### config.mk
export PLATFORM = sky130hd
export DESIGN_NAME = underscore_hex_escape_decoder_unit_flat
export DESIGN_NICKNAME = d
export VERILOG_FILES = /design/src/sv/uhxd_pkg.sv /design/src/sv/uhxd_if.sv /design/src/sv/underscore_hex_escape_decoder_unit.sv /design/src/sv/uhxd_step.sv /design/src/flat_wrapper.sv
export VERILOG_INCLUDE_DIRS = /design/src /design/src/sv
export SDC_FILE = /design/constraint.sdc
export NUM_CORES = 1
export LEC_CHECK = 0
export ABC_AREA = 1
export BUFFER_PORTS_ARGS = -buffer_cell sky130_fd_sc_hd__buf_2
export CORE_MARGIN = 8
export CORE_UTILIZATION = 42
export CTS_BUF_LIST = sky130_fd_sc_hd__clkbuf_8
export CTS_CLUSTER_DIAMETER = 50
export DETAILED_ROUTE_END_ITERATION = 12
export HOLD_SLACK_MARGIN = 0.06
export PLACE_DENSITY = 0.67
export SLEW_MARGIN = 30
export SYNTH_ARGS = -nofsm -noshare
export SYNTH_HDL_FRONTEND = slang
export SYNTH_SLANG_ARGS = --single-unit
export TNS_END_PERCENT = 50
### constraint.sdc
create_clock -name clk -period 2.8 [get_ports clk]
set_input_delay 0.14 -clock clk [delete_from_list [all_inputs] [get_ports clk]]
set_output_delay 0.14 -clock clk [all_outputs]
set_load 0.02 [all_outputs]
### src/sv/underscore_hex_escape_decoder_unit_macros.svh
// Assertion macros used by the decoder unit.
`ifndef UNDERSCORE_HEX_ESCAPE_DECODER_UNIT_MACROS_SVH
`define UNDERSCORE_HEX_ESCAPE_DECODER_UNIT_MACROS_SVH

// Check that cond holds in the same cycle as trig.
`define UHXD_ASSERT_SAME(lbl, clk, rst_n, trig, cond) \
  lbl: assert property (@(posedge clk) disable iff (!rst_n) (trig) |-> (cond)) \
    else $error("uhxd: same-cycle check failed");

// Check that cond holds in the cycle after trig.
`define UHXD_ASSERT_NEXT(lbl, clk, rst_n, trig, cond) \
  lbl: assert property (@(posedge clk) disable iff (!rst_n) (trig) |=> (cond)) \
    else $error("uhxd: next-cycle check failed");

`endif

### src/sv/uhxd_pkg.sv
package uhxd_pkg;

  localparam logic [7:0] UNDERSCORE_CHAR = 8'h5F;
  localparam logic [7:0] LOWER_A_CHAR    = 8'h61;
  localparam logic [7:0] DIGIT_ZERO_CHAR = 8'h30;
  localparam logic [7:0] HEX_TEN         = 8'd10;

  // Escape progress: nothing held, '_' held, '_' and first digit held.
  typedef enum logic [1:0] {
    PH_IDLE  = 2'd0,
    PH_UNDER = 2'd1,
    PH_DIGIT = 2'd2
  } uhxd_phase_t;

  typedef logic [1:0] uhxd_cnt_t;

  localparam uhxd_cnt_t CNT_NONE = 2'd0;
  localparam uhxd_cnt_t CNT_ONE  = 2'd1;
  localparam uhxd_cnt_t CNT_TWO  = 2'd2;

  // Results produced by one input beat, first one in b0/l0.
  typedef struct packed {
    uhxd_cnt_t  cnt;
    logic [7:0] b0;
    logic       l0;
    logic [7:0] b1;
    logic       l1;
  } uhxd_res_t;

  function automatic logic [7:0] digit_value(input logic [7:0] c);
    logic [7:0] v;
    if (c >= LOWER_A_CHAR) begin
      v = HEX_TEN + (c - LOWER_A_CHAR);
    end else begin
      v = c - DIGIT_ZERO_CHAR;
    end
    return v;
  endfunction

endpackage

### src/sv/uhxd_if.sv
interface uhxd_in_if;
  logic       valid;
  logic       ready;
  logic [7:0] in_byte;
  logic       in_last;

  modport source (output valid, in_byte, in_last, input ready);
  modport sink   (input valid, in_byte, in_last, output ready);
endinterface

interface uhxd_out_if;
  logic       valid;
  logic       ready;
  logic [7:0] out_byte;
  logic       out_last;

  modport source (output valid, out_byte, out_last, input ready);
  modport sink   (input valid, out_byte, out_last, output ready);
endinterface

### src/sv/underscore_hex_escape_decoder_unit.sv
// Underscore hex-escape decoder.
// in_s carries one byte of an escaped string per beat, in_last on the final
// byte. out_m carries the decoded bytes, out_last on the final one. An '_'
// with two more bytes behind it becomes one byte built from those two
// characters as hex digits; an '_' among the last two bytes passes literally.
// Throughput: one beat per cycle while out_m keeps up. A beat that yields two
// results (an '_' just before the last byte) holds the input while the
// second result drains; escape beats that yield nothing never stall.
// Structure: input stage register, decode logic with escape state, then an
// output register backed by one pending register for the second result.
// Reset (synchronous, rst_n low) drops the staged beat, empties both result
// registers and clears the escape state.
// When the receiver stalls the output register holds; the input stage keeps
// taking beats that yield nothing, and once a beat that yields a result is
// staged it drops in_s.ready until a result slot frees up.
`include "underscore_hex_escape_decoder_unit_macros.svh"

module underscore_hex_escape_decoder_unit
  import uhxd_pkg::*;
(
  input  logic              clk,
  input  logic              rst_n,
  uhxd_in_if.sink           in_s,
  uhxd_out_if.source        out_m
);

  logic       stg_vld_r, stg_vld_nxt;
  logic [7:0] stg_byte_r;
  logic       stg_last_r;

  logic       out_vld_r, out_vld_nxt;
  logic [7:0] out_byte_r, out_byte_nxt;
  logic       out_last_r, out_last_nxt;

  logic       pend_vld_r, pend_vld_nxt;
  logic [7:0] pend_byte_r, pend_byte_nxt;
  logic       pend_last_r, pend_last_nxt;

  uhxd_res_t  res;
  logic       in_take;
  logic       out_pop;
  logic       slot_free;
  logic       go;

  // Advance the staged beat when its results fit, or it has none.
  assign out_pop   = out_vld_r && out_m.ready;
  assign slot_free = !pend_vld_r && (!out_vld_r || out_m.ready);
  assign go        = stg_vld_r && (res.cnt == CNT_NONE || slot_free);

  assign in_s.ready = !stg_vld_r || go;
  assign in_take    = in_s.valid && in_s.ready;

  uhxd_step u_step (
    .clk      (clk),
    .rst_n    (rst_n),
    .advance  (go),
    .cur_byte (stg_byte_r),
    .cur_last (stg_last_r),
    .res      (res)
  );

  always_comb begin
    if (in_take) begin
      stg_vld_nxt = 1'b1;
    end else if (go) begin
      stg_vld_nxt = 1'b0;
    end else begin
      stg_vld_nxt = stg_vld_r;
    end
  end

  // Result registers: new results land when the step advances; otherwise a
  // pop promotes the pending result into the output register, or empties it if none is pending.
  always_comb begin
    out_vld_nxt   = out_vld_r;
    out_byte_nxt  = out_byte_r;
    out_last_nxt  = out_last_r;
    pend_vld_nxt  = pend_vld_r;
    pend_byte_nxt = pend_byte_r;
    pend_last_nxt = pend_last_r;
    if (go && res.cnt != CNT_NONE) begin
      out_vld_nxt   = 1'b1;
      out_byte_nxt  = res.b0;
      out_last_nxt  = res.l0;
      pend_vld_nxt  = (res.cnt == CNT_TWO);
      pend_byte_nxt = res.b1;
      pend_last_nxt = res.l1;
    end else if (out_pop) begin
      if (pend_vld_r) begin
        out_byte_nxt = pend_byte_r;
        out_last_nxt = pend_last_r;
        pend_vld_nxt = 1'b0;
      end else begin
        out_vld_nxt = 1'b0;
      end
    end
  end

  always_ff @(posedge clk) begin
    if (!rst_n) begin
      stg_vld_r  <= 1'b0;
      out_vld_r  <= 1'b0;
      pend_vld_r <= 1'b0;
    end else begin
      stg_vld_r  <= stg_vld_nxt;
      out_vld_r  <= out_vld_nxt;
      pend_vld_r <= pend_vld_nxt;
    end
    if (in_take) begin
      stg_byte_r <= in_s.in_byte;
      stg_last_r <= in_s.in_last;
    end
    out_byte_r  <= out_byte_nxt;
    out_last_r  <= out_last_nxt;
    pend_byte_r <= pend_byte_nxt;
    pend_last_r <= pend_last_nxt;
  end

  assign out_m.valid    = out_vld_r;
  assign out_m.out_byte = out_byte_r;
  assign out_m.out_last = out_last_r;

  // A pending result always sits behind a valid output beat.
  `UHXD_ASSERT_SAME(a_pend_behind_out, clk, rst_n, pend_vld_r, out_vld_r)
  // A staged beat that cannot advance stays staged.
  `UHXD_ASSERT_NEXT(a_stage_holds, clk, rst_n, stg_vld_r && !go, stg_vld_r)
  // A stalled output with a pending result keeps both.
  `UHXD_ASSERT_NEXT(a_pend_holds, clk, rst_n, pend_vld_r && !out_m.ready,
                    pend_vld_r && out_vld_r)

endmodule

### src/sv/uhxd_step.sv
module uhxd_step
  import uhxd_pkg::*;
(
  input  logic       clk,
  input  logic       rst_n,
  input  logic       advance,
  input  logic [7:0] cur_byte,
  input  logic       cur_last,
  output uhxd_res_t  res
);

  uhxd_phase_t phase_r, phase_nxt;
  logic [7:0]  held_r, held_nxt;
  logic [7:0]  hi_val;
  logic [7:0]  lo_val;
  logic [7:0]  dec_byte;

  assign hi_val   = digit_value(held_r);
  assign lo_val   = digit_value(cur_byte);
  assign dec_byte = {hi_val[3:0], 4'b0000} + lo_val;

  // Next state
  always_comb begin
    phase_nxt = phase_r;
    held_nxt  = held_r;
    if (advance) begin
      unique case (phase_r)
        PH_UNDER: begin
          if (cur_last) begin
            phase_nxt = PH_IDLE;
          end else begin
            phase_nxt = PH_DIGIT;
            held_nxt  = cur_byte;
          end
        end
        PH_DIGIT: begin
          phase_nxt = PH_IDLE;
        end
        default: begin
          phase_nxt = (cur_byte == UNDERSCORE_CHAR && !cur_last) ? PH_UNDER : PH_IDLE;
        end
      endcase
    end
  end

  // Results of the beat currently presented
  always_comb begin
    res = '{cnt: CNT_NONE, b0: cur_byte, l0: cur_last, b1: cur_byte, l1: cur_last};
    unique case (phase_r)
      PH_UNDER: begin
        if (cur_last) begin
          res.cnt = CNT_TWO;
          res.b0  = UNDERSCORE_CHAR;
          res.l0  = 1'b0;
        end
      end
      PH_DIGIT: begin
        res.cnt = CNT_ONE;
        res.b0  = dec_byte;
      end
      default: begin
        if (!(cur_byte == UNDERSCORE_CHAR && !cur_last)) begin
          res.cnt = CNT_ONE;
        end
      end
    endcase
  end

  always_ff @(posedge clk) begin
    if (!rst_n) begin
      phase_r <= PH_IDLE;
    end else begin
      phase_r <= phase_nxt;
    end
    held_r <= held_nxt;
  end

endmodule
### src/flat_wrapper.sv
// flat-port wrapper written by rule: the top's interface ports become plain ports
module underscore_hex_escape_decoder_unit_flat import uhxd_pkg::*;
  (clk, rst_n, in_s_valid, in_s_in_byte, in_s_in_last, in_s_ready, out_m_valid, out_m_out_byte, out_m_out_last, out_m_ready);
  uhxd_in_if in_s_i ();
  uhxd_out_if out_m_i ();
  input  logic clk;
  input  logic rst_n;
  input wire logic [$bits(in_s_i.valid)-1:0] in_s_valid;
  input wire logic [$bits(in_s_i.in_byte)-1:0] in_s_in_byte;
  input wire logic [$bits(in_s_i.in_last)-1:0] in_s_in_last;
  output wire logic [$bits(in_s_i.ready)-1:0] in_s_ready;
  output wire logic [$bits(out_m_i.valid)-1:0] out_m_valid;
  output wire logic [$bits(out_m_i.out_byte)-1:0] out_m_out_byte;
  output wire logic [$bits(out_m_i.out_last)-1:0] out_m_out_last;
  input wire logic [$bits(out_m_i.ready)-1:0] out_m_ready;
  assign in_s_i.valid = in_s_valid;
  assign in_s_i.in_byte = in_s_in_byte;
  assign in_s_i.in_last = in_s_in_last;
  assign in_s_ready = in_s_i.ready;
  assign out_m_valid = out_m_i.valid;
  assign out_m_out_byte = out_m_i.out_byte;
  assign out_m_out_last = out_m_i.out_last;
  assign out_m_i.ready = out_m_ready;
  underscore_hex_escape_decoder_unit u_core (.clk(clk), .rst_n(rst_n), .in_s(in_s_i), .out_m(out_m_i));
endmodule
==> impl_metrics.json, run 1 <==
{
  "grt_use_total_pct": 12.81,
  "maximum_clock_frequency_mhz": 373.1,
  "synthesis.area_um2": 2233,
  "sort_of_element_at_the_end_of_the_critical_path": "flop",
  "layout_cell_share_with_drive_strength_beyond_1_pct": 25.84,
  "place.gp.congestion": 0.8676,
  "timing.setup.critical_path_class": "reg -> reg",
  "wl_met1_um": 2206,
  "num_rows": 26,
  "cts.path.max_buffers": 2,
  "timing_worst_slew_pin_value_ns": 0.4938,
  "ys_types": 29,
  "layout_commonest_cell": "sky130_fd_sc_hd__nand2_1",
  "final.period_utilization_pct": 95.73,
  "placeable_core_area_um2": 5107,
  "area_delta_synth_final_pct": 26.27,
  "number_of_antenna_violations_at_the_first_check_in_global_routing": 0,
  "fp.dieArea_um2": 7907,
  "top_layer": "met4",
  "detailroute.wirelength.met3_um": 162,
  "clock_latency_reported_for_the_late_side_of_the_worst_skew_pair_ns": 0.29,
  "yosys_warnings": 0,
  "met2_length_um": 2371,
  "drt_first_iter_violations": 144,
  "final.setup_skew_ns": 0.006815,
  "final_antenna_net_count": 0,
  "slew_violations": 0,
  "post_layout_nonfiller_instances": 368,
  "drt-vias-per-instance": 4.780,
  "irDropWorstVdd_uv": 276.9,
  "synth.yosys.seq_area_share_pct": 51.54,
  "final_design_area_no_fill_um2": 2820,
  "worstSetupStartpointType": "flop",
  "power.static_leakage_nw": 1.215,
  "cts_sinks": 40,
  "cts-htree-levels": 2,
  "grt_first_pass_wirelength_um": 7762,
  "fp.dieW_um": 88.92,
  "clkSlewWorstSetupHoldPaths_ns": 0.07,
  "mostFrequentLayoutCells": "sky130_fd_sc_hd__nand2_1 (57), sky130_fd_sc_hd__edfxtp_1 (35), sky130_fd_sc_hd__inv_1 (31), sky130_fd_sc_hd__buf_2 (23), sky130_fd_sc_hd__buf_4 (22)",
  "route.detailed.drc": 0,
  "routed_wl_um": 4828,
  "number_of_synthesized_register_bits": 40,
  "quantity_of_i_o_buffers_inserted_on_ports": 23,
  "syn_nets": 268,
  "hold_path_class": "in -> reg",
  "num-nets-final": 325,
  "worstPathMaxFanout": 5,
  "status": "completed",
  "cts_made_buffers": 5,
  "grt_remaining_overflow": 0,
  "detailed_place.area_um2": 2506,
  "diodes": 0,
  "slew_headroom_pct": 67.05,
  "hold_viol_final": 0,
  "pin_count_of_the_biggest_net_entering_global_routing": 17,
  "fp.dieH_um": 88.92,
  "total_via_count_after_detailed_routing": 1759,
  "drtPass1Iterations": 4,
  "first_global_vias": 1674,
  "n_fill_cell": 452,
  "worstPathRequired_ns": 2.85,
  "num_io_pins": 24,
  "ctsRootBufferMaster": "sky130_fd_sc_hd__clkbuf_8",
  "grt_setup_unrepaired": "true",
  "placed_cells": 341,
  "cts_tree": "built",
  "wl_per_cell_um": 13.12,
  "maxCapViolCount": 0,
  "critical_path_arrival_ns": 2.73,
  "min_period_ns": 2.681,
  "synth_area_per_cell_um2": 9.306,
  "syn_inst": 240,
  "post_dp_hpwl_um": 3426,
  "timing.final.setup_violations": 0,
  "power-per-cell-area_nw_per_um2": 445.7,
  "effective_utilization_at_floorplan_pct": 43.73
}
[worst max-delay path, stage by stage, from the launching register on]
cell	delay [ns]
sky130_fd_sc_hd__edfxtp_1	0.44
sky130_fd_sc_hd__inv_2	0.11
sky130_fd_sc_hd__ha_1	0.14
sky130_fd_sc_hd__inv_1	0.05
sky130_fd_sc_hd__nor2_2	0.11
sky130_fd_sc_hd__nand2_1	0.09
sky130_fd_sc_hd__nand3_2	0.13
sky130_fd_sc_hd__nand2_1	0.09
sky130_fd_sc_hd__xor2_1	0.16
sky130_fd_sc_hd__inv_1	0.06
sky130_fd_sc_hd__ha_2	0.19
sky130_fd_sc_hd__fa_2	0.37
sky130_fd_sc_hd__xnor2_2	0.15
sky130_fd_sc_hd__o21ai_0	0.09
sky130_fd_sc_hd__nand2_1	0.06
sky130_fd_sc_hd__o21ai_0	0.08
sky130_fd_sc_hd__nand2_1	0.08
sky130_fd_sc_hd__nand2_1	0.05
[worst paths after layout]
| kind | slack, ns | from | to | cells past startpoint |
|---|---|---|---|---|
| hold reg to reg | 0.49 | u_core.u_step.phase_r[0] | u_core.u_step.phase_r[0] | 2 |
| setup / recovery | 0.12 | u_core.stg_byte_r[4] | u_core.out_m.out_byte[6] | 17 |
| setup reg to reg | 0.12 | u_core.stg_byte_r[4] | u_core.out_m.out_byte[6] | 17 |
| hold / removal | 0.13 | in_s_valid | u_core.stg_vld_r | 3 |
[report_power, final]
part           internal (W)  leakage (nW)  switching [W]
registers          0.000676         0.369      0.0000150
logic             0.0000811         0.791       0.000105
clock network      0.000193        0.0538       0.000186
total              0.000951          1.21       0.000306
[per-stage QoR]
step | utilization [%] | power, W | TNS [ns] | setup slack, ns | hold WS (ns)
final | 55.22 | 0.001257 | 0 | 0.1194 | 0.1321
after global routing | 55.22 | 0.001320 | -0.1121 | -0.06015 | 0.1361
after CTS | 53.04 | 0.001246 | 0 | 0.0003486 | 0.1241
after detailed placement | 49.07 | 0.0008555 | -0.006959 | -0.006959 | 0.3181
after global placement | 49.07 | 0.0008540 | 0 | 0.03088 | 0.3162
after floorplan | - | 0.0007998 | 0 | 0.1087 | 0.2389
[cell usage after synthesis (all sizes together)]
master	number	area, µm²
edfxtp	35	1051
clkbuf	2	7.510
or2	1	6.260
o211ai	5	37.54
nand3b	1	7.510
a21oi	15	75.07
nand2	62	247.7
a31oi	1	6.260
o21ai	18	93.84
inv	32	120.1
nor3	2	15.01
nand4	1	6.260
xor2	5	43.79
nand3	24	135.1
buf	3	20.01
o31ai	1	7.510
fa	1	20.02
dfxtp	5	100.1
nor2	10	40.04
xnor2	2	17.52
ha	14	175.2
[cells by family after synthesis]
kind of cell | count (synthesis) | share of synthesized area [%]
xor+xnor | 7 | 2.745
compound gates | 40 | 9.860
flops | 40 | 51.54
buf+inv | 37 | 6.610
simple gates | 101 | 20.50
fa+ha+maj | 15 | 8.740
[final cells by class]
cell class	instances	area, µm²	share of cell area (%)
Tap cell	70	87.58	3.106
Sequential cell	40	1151	40.82
Timing Repair Buffer	55	381.6	13.53
Multi-Input combinational cell	163	989.7	35.09
Clock buffer	6	82.58	2.928
Clock inverter	2	7.507	0.2662
Inverter	32	120.1	4.259
[sequential cells by signal, indices dropped and copies added (netlist names)]
register / flops
u_core.pend_vld_r: 1
u_core.u_step.held_r: 8
u_core.stg_byte_r: 8
u_core.out_m.out_byte: 8
u_core.pend_byte_r: 8
u_core.out_m.out_last: 1
u_core.pend_last_r: 1
u_core.stg_vld_r: 1
u_core.out_m.valid: 1
u_core.u_step.phase_r: 2
u_core.stg_last_r: 1
[timing repair]
action / in CTS / in global routing
gates resized for setup: 0 / 16
setup endpoints to repair: 1 / 3
setup buffers: 3 / 7
endpoints found under the hold margin: 9 / 0
hold buffers: 9 / 0
pin swaps: 0 / 5
[layer usage]
metal,track usage (%),vias to the layer above
li1,-,918
met1,15.55,807
met2,21.23,27
met3,2.574,7
met4,5.991,0
met5,0,-
Power figures use the tool's default switching activity.
==> run 2: changes to the inputs <==
--- a/config.mk
+++ b/config.mk
@@ -15,2 +15,3 @@
 export DETAILED_ROUTE_END_ITERATION = 12
+export GPL_ROUTABILITY_DRIVEN = 0
 export HOLD_SLACK_MARGIN = 0.06
==> constraint.sdc (replaced) <==
create_clock -name clk -period 2.8 [get_ports clk]
set_input_delay 0 -clock clk [delete_from_list [all_inputs] [get_ports clk]]
set_output_delay 0 -clock clk [all_outputs]
set_load 0.02 [all_outputs]
==> run 2 against run 1 <==
Combinational power grew 3%. Clock power hardly changed. First-iteration DRC count is 22% lower. Sequential cell count stayed put. Register-to-register slack lost 0.02 ns. Via count is 2.3% higher. Total power increased by 0.42%. Fmax decreased by 0.80%. Worst setup slack got worse by 0.021 ns. Hold slack better by 0.28 ns. Count of clock-buffer cells in the layout is the same. Cell count up 1.4%.
==> impl_metrics.json, run 2 (synthesized netlist as in run 1, its figures left out) <==
{
  "cts.path.max_buffers": 2,
  "placement.setup.worst_slack_ns": -0.006959,
  "timing.critical_path.slowest_cell_delay_ns": 0.45,
  "final_antenna_net_count": 0,
  "worst_reg2reg_path_length_in_cells": 17,
  "hold-path-cell-count": 2,
  "diodes": 0,
  "whs_ns": 0.4144,
  "grt_first_pass_wirelength_um": 7797,
  "final.setup_skew_ns": 0.007194,
  "clock_latency_reported_for_the_late_side_of_the_worst_skew_pair_ns": 0.29,
  "hold_path_class": "in -> reg",
  "routed_wl_um": 4897,
  "hold_viol_final": 0,
  "post-layout-total-power_w": 0.001262,
  "final_critical_path_setup_slack_ns": 0.09793,
  "maxCapViolCount": 0,
  "maximum_clock_frequency_mhz": 370.1,
  "cts_tree": "built",
  "mostFrequentLayoutCells": "sky130_fd_sc_hd__nand2_1 (57), sky130_fd_sc_hd__edfxtp_1 (35), sky130_fd_sc_hd__inv_1 (32), sky130_fd_sc_hd__buf_2 (23), sky130_fd_sc_hd__buf_4 (22)",
  "fp.dieW_um": 88.92,
  "post_layout_nonfiller_instances": 373,
  "timing.final.setup_violations": 0,
  "worstPathRequired_ns": 2.85,
  "first_global_vias": 1674,
  "n_fill_cell": 448,
  "grt_remaining_overflow": 0,
  "placed_cells": 341,
  "effective_utilization_at_floorplan_pct": 43.73,
  "wl_per_cell_um": 13.13,
  "status": "completed",
  "drt-vias-per-instance": 4.826,
  "total_via_count_after_detailed_routing": 1800,
  "number_of_antenna_violations_at_the_first_check_in_global_routing": 0,
  "ctsRootBufferMaster": "sky130_fd_sc_hd__clkbuf_8",
  "fp.dieH_um": 88.92,
  "timing.critical_path.slowest_stage_cell": "sky130_fd_sc_hd__edfxtp_1",
  "post_dp_hpwl_um": 3426,
  "pin_count_of_the_biggest_net_entering_global_routing": 17,
  "timing.setup.critical_path_class": "reg -> reg",
  "cts_sinks": 40,
  "fp.dieArea_um2": 7907,
  "placeable_core_area_um2": 5107,
  "critical_path_buf_inv_count": 3,
  "slew_violations": 0,
  "grt_setup_unrepaired": "true",
  "final_core_utilization_pct": 56.17,
  "area_delta_synth_final_pct": 28.46,
  "slew_headroom_pct": 67.89,
  "worstSetupStartpointType": "flop",
  "grt_use_total_pct": 12.87,
  "power.static_leakage_nw": 1.240,
  "min_period_ns": 2.702,
  "num_rows": 26,
  "clkSlewWorstSetupHoldPaths_ns": 0.07,
  "sort_of_element_at_the_end_of_the_critical_path": "flop",
  "crit_chain": "inv_2 -> ha_1 -> inv_1 -> nor2_2 -> nand2_1 -> nand3_2 -> nand2_1 -> xor2_1 -> inv_1 -> ha_2 -> fa_2 -> xnor2_2 -> o21ai_1 -> nand2_1 -> o21ai_0 -> nand2_1 -> nand2_1",
  "timing_worst_slew_pin_value_ns": 0.4812,
  "crit_top_cell": "sky130_fd_sc_hd__nand2_1",
  "final.period_utilization_pct": 96.50,
  "critical_path_arrival_ns": 2.75,
  "cp_top_family": "adder cells",
  "cts_made_buffers": 5,
  "power-per-cell-area_nw_per_um2": 440.0,
  "timing.critical_path.depth": 17,
  "route.detailed.drc": 0,
  "layout_commonest_cell": "sky130_fd_sc_hd__nand2_1",
  "cts-htree-levels": 2,
  "layout_cell_share_with_drive_strength_beyond_1_pct": 24.75,
  "quantity_of_i_o_buffers_inserted_on_ports": 23,
  "worstPathMaxFanout": 5,
  "drtPass1Iterations": 4,
  "irDropWorstVdd_uv": 254.9,
  "drt_first_iter_violations": 112,
  "num_io_pins": 24,
  "num-nets-final": 330
}
run 2: what timing repair did:
action	4_1_cts	5_1_grt
pin swaps	0	6
endpoints found under the setup margin	1	4
endpoints found under the hold margin	14	0
setup buffers	3	7
resized for setup	0	17
hold buffers	14	0
run 2: path summary, 6_finish.rpt:
path                            start                  endpoint  slack (ns)
max              u_core.stg_byte_r[4]  u_core.out_m.out_byte[6]         0.1
min                   in_s_in_byte[4]      u_core.stg_byte_r[4]        0.41
max reg2reg      u_core.stg_byte_r[4]  u_core.out_m.out_byte[6]         0.1
min reg2reg  u_core.u_step.phase_r[0]  u_core.u_step.phase_r[0]        0.49
run 2: layer usage:
layer / GRT usage (%) / vias up / routed length, µm
li1: - / 930 / -
met1: 15.49 / 831 / 2215
met2: 21.43 / 33 / 2430
met3: 2.665 / 6 / 162
met4: 5.991 / 0 / 88
met5: 0 / - / 0
run 2: report_power, final:
part	total (W)	switching, W	internal (W)	leakage [nW]
Clock	0.000380	0.000187	0.000193	0.0538
Sequential	0.000691	0.0000153	0.000676	0.369
Combinational	0.000191	0.000107	0.0000845	0.817
run 2: layout make-up:
cell class	instances	area, µm²	area share (%)
clock buffers	6	82.58	2.878
clock inverters	2	7.507	0.2617
inverters	32	122.6	4.274
multi-input cells	163	985.9	34.37
flip-flops and latches	40	1151	40.12
well taps	70	87.58	3.053
repair buffers	60	431.7	15.05
run 2: per-stage QoR:
step	TNS (ns)	area, µm²
6_report	0	2869
5_1_grt	-0.1733	2869
4_1_cts	0	2759
3_5_place_dp	-0.006959	2506
3_3_place_gp	0	2506
2_1_floorplan	0	2233
run 2: worst reg2reg max path: stages, from the launching register on:
cell	delay (ns)
sky130_fd_sc_hd__edfxtp_1	0.45
sky130_fd_sc_hd__inv_2	0.11
sky130_fd_sc_hd__ha_1	0.14
sky130_fd_sc_hd__inv_1	0.05
sky130_fd_sc_hd__nor2_2	0.14
sky130_fd_sc_hd__nand2_1	0.10
sky130_fd_sc_hd__nand3_2	0.12
sky130_fd_sc_hd__nand2_1	0.08
sky130_fd_sc_hd__xor2_1	0.17
sky130_fd_sc_hd__inv_1	0.06
sky130_fd_sc_hd__ha_2	0.19
sky130_fd_sc_hd__fa_2	0.37
sky130_fd_sc_hd__xnor2_2	0.16
sky130_fd_sc_hd__o21ai_1	0.08
sky130_fd_sc_hd__nand2_1	0.05
sky130_fd_sc_hd__o21ai_0	0.08
sky130_fd_sc_hd__nand2_1	0.08
sky130_fd_sc_hd__nand2_1	0.04
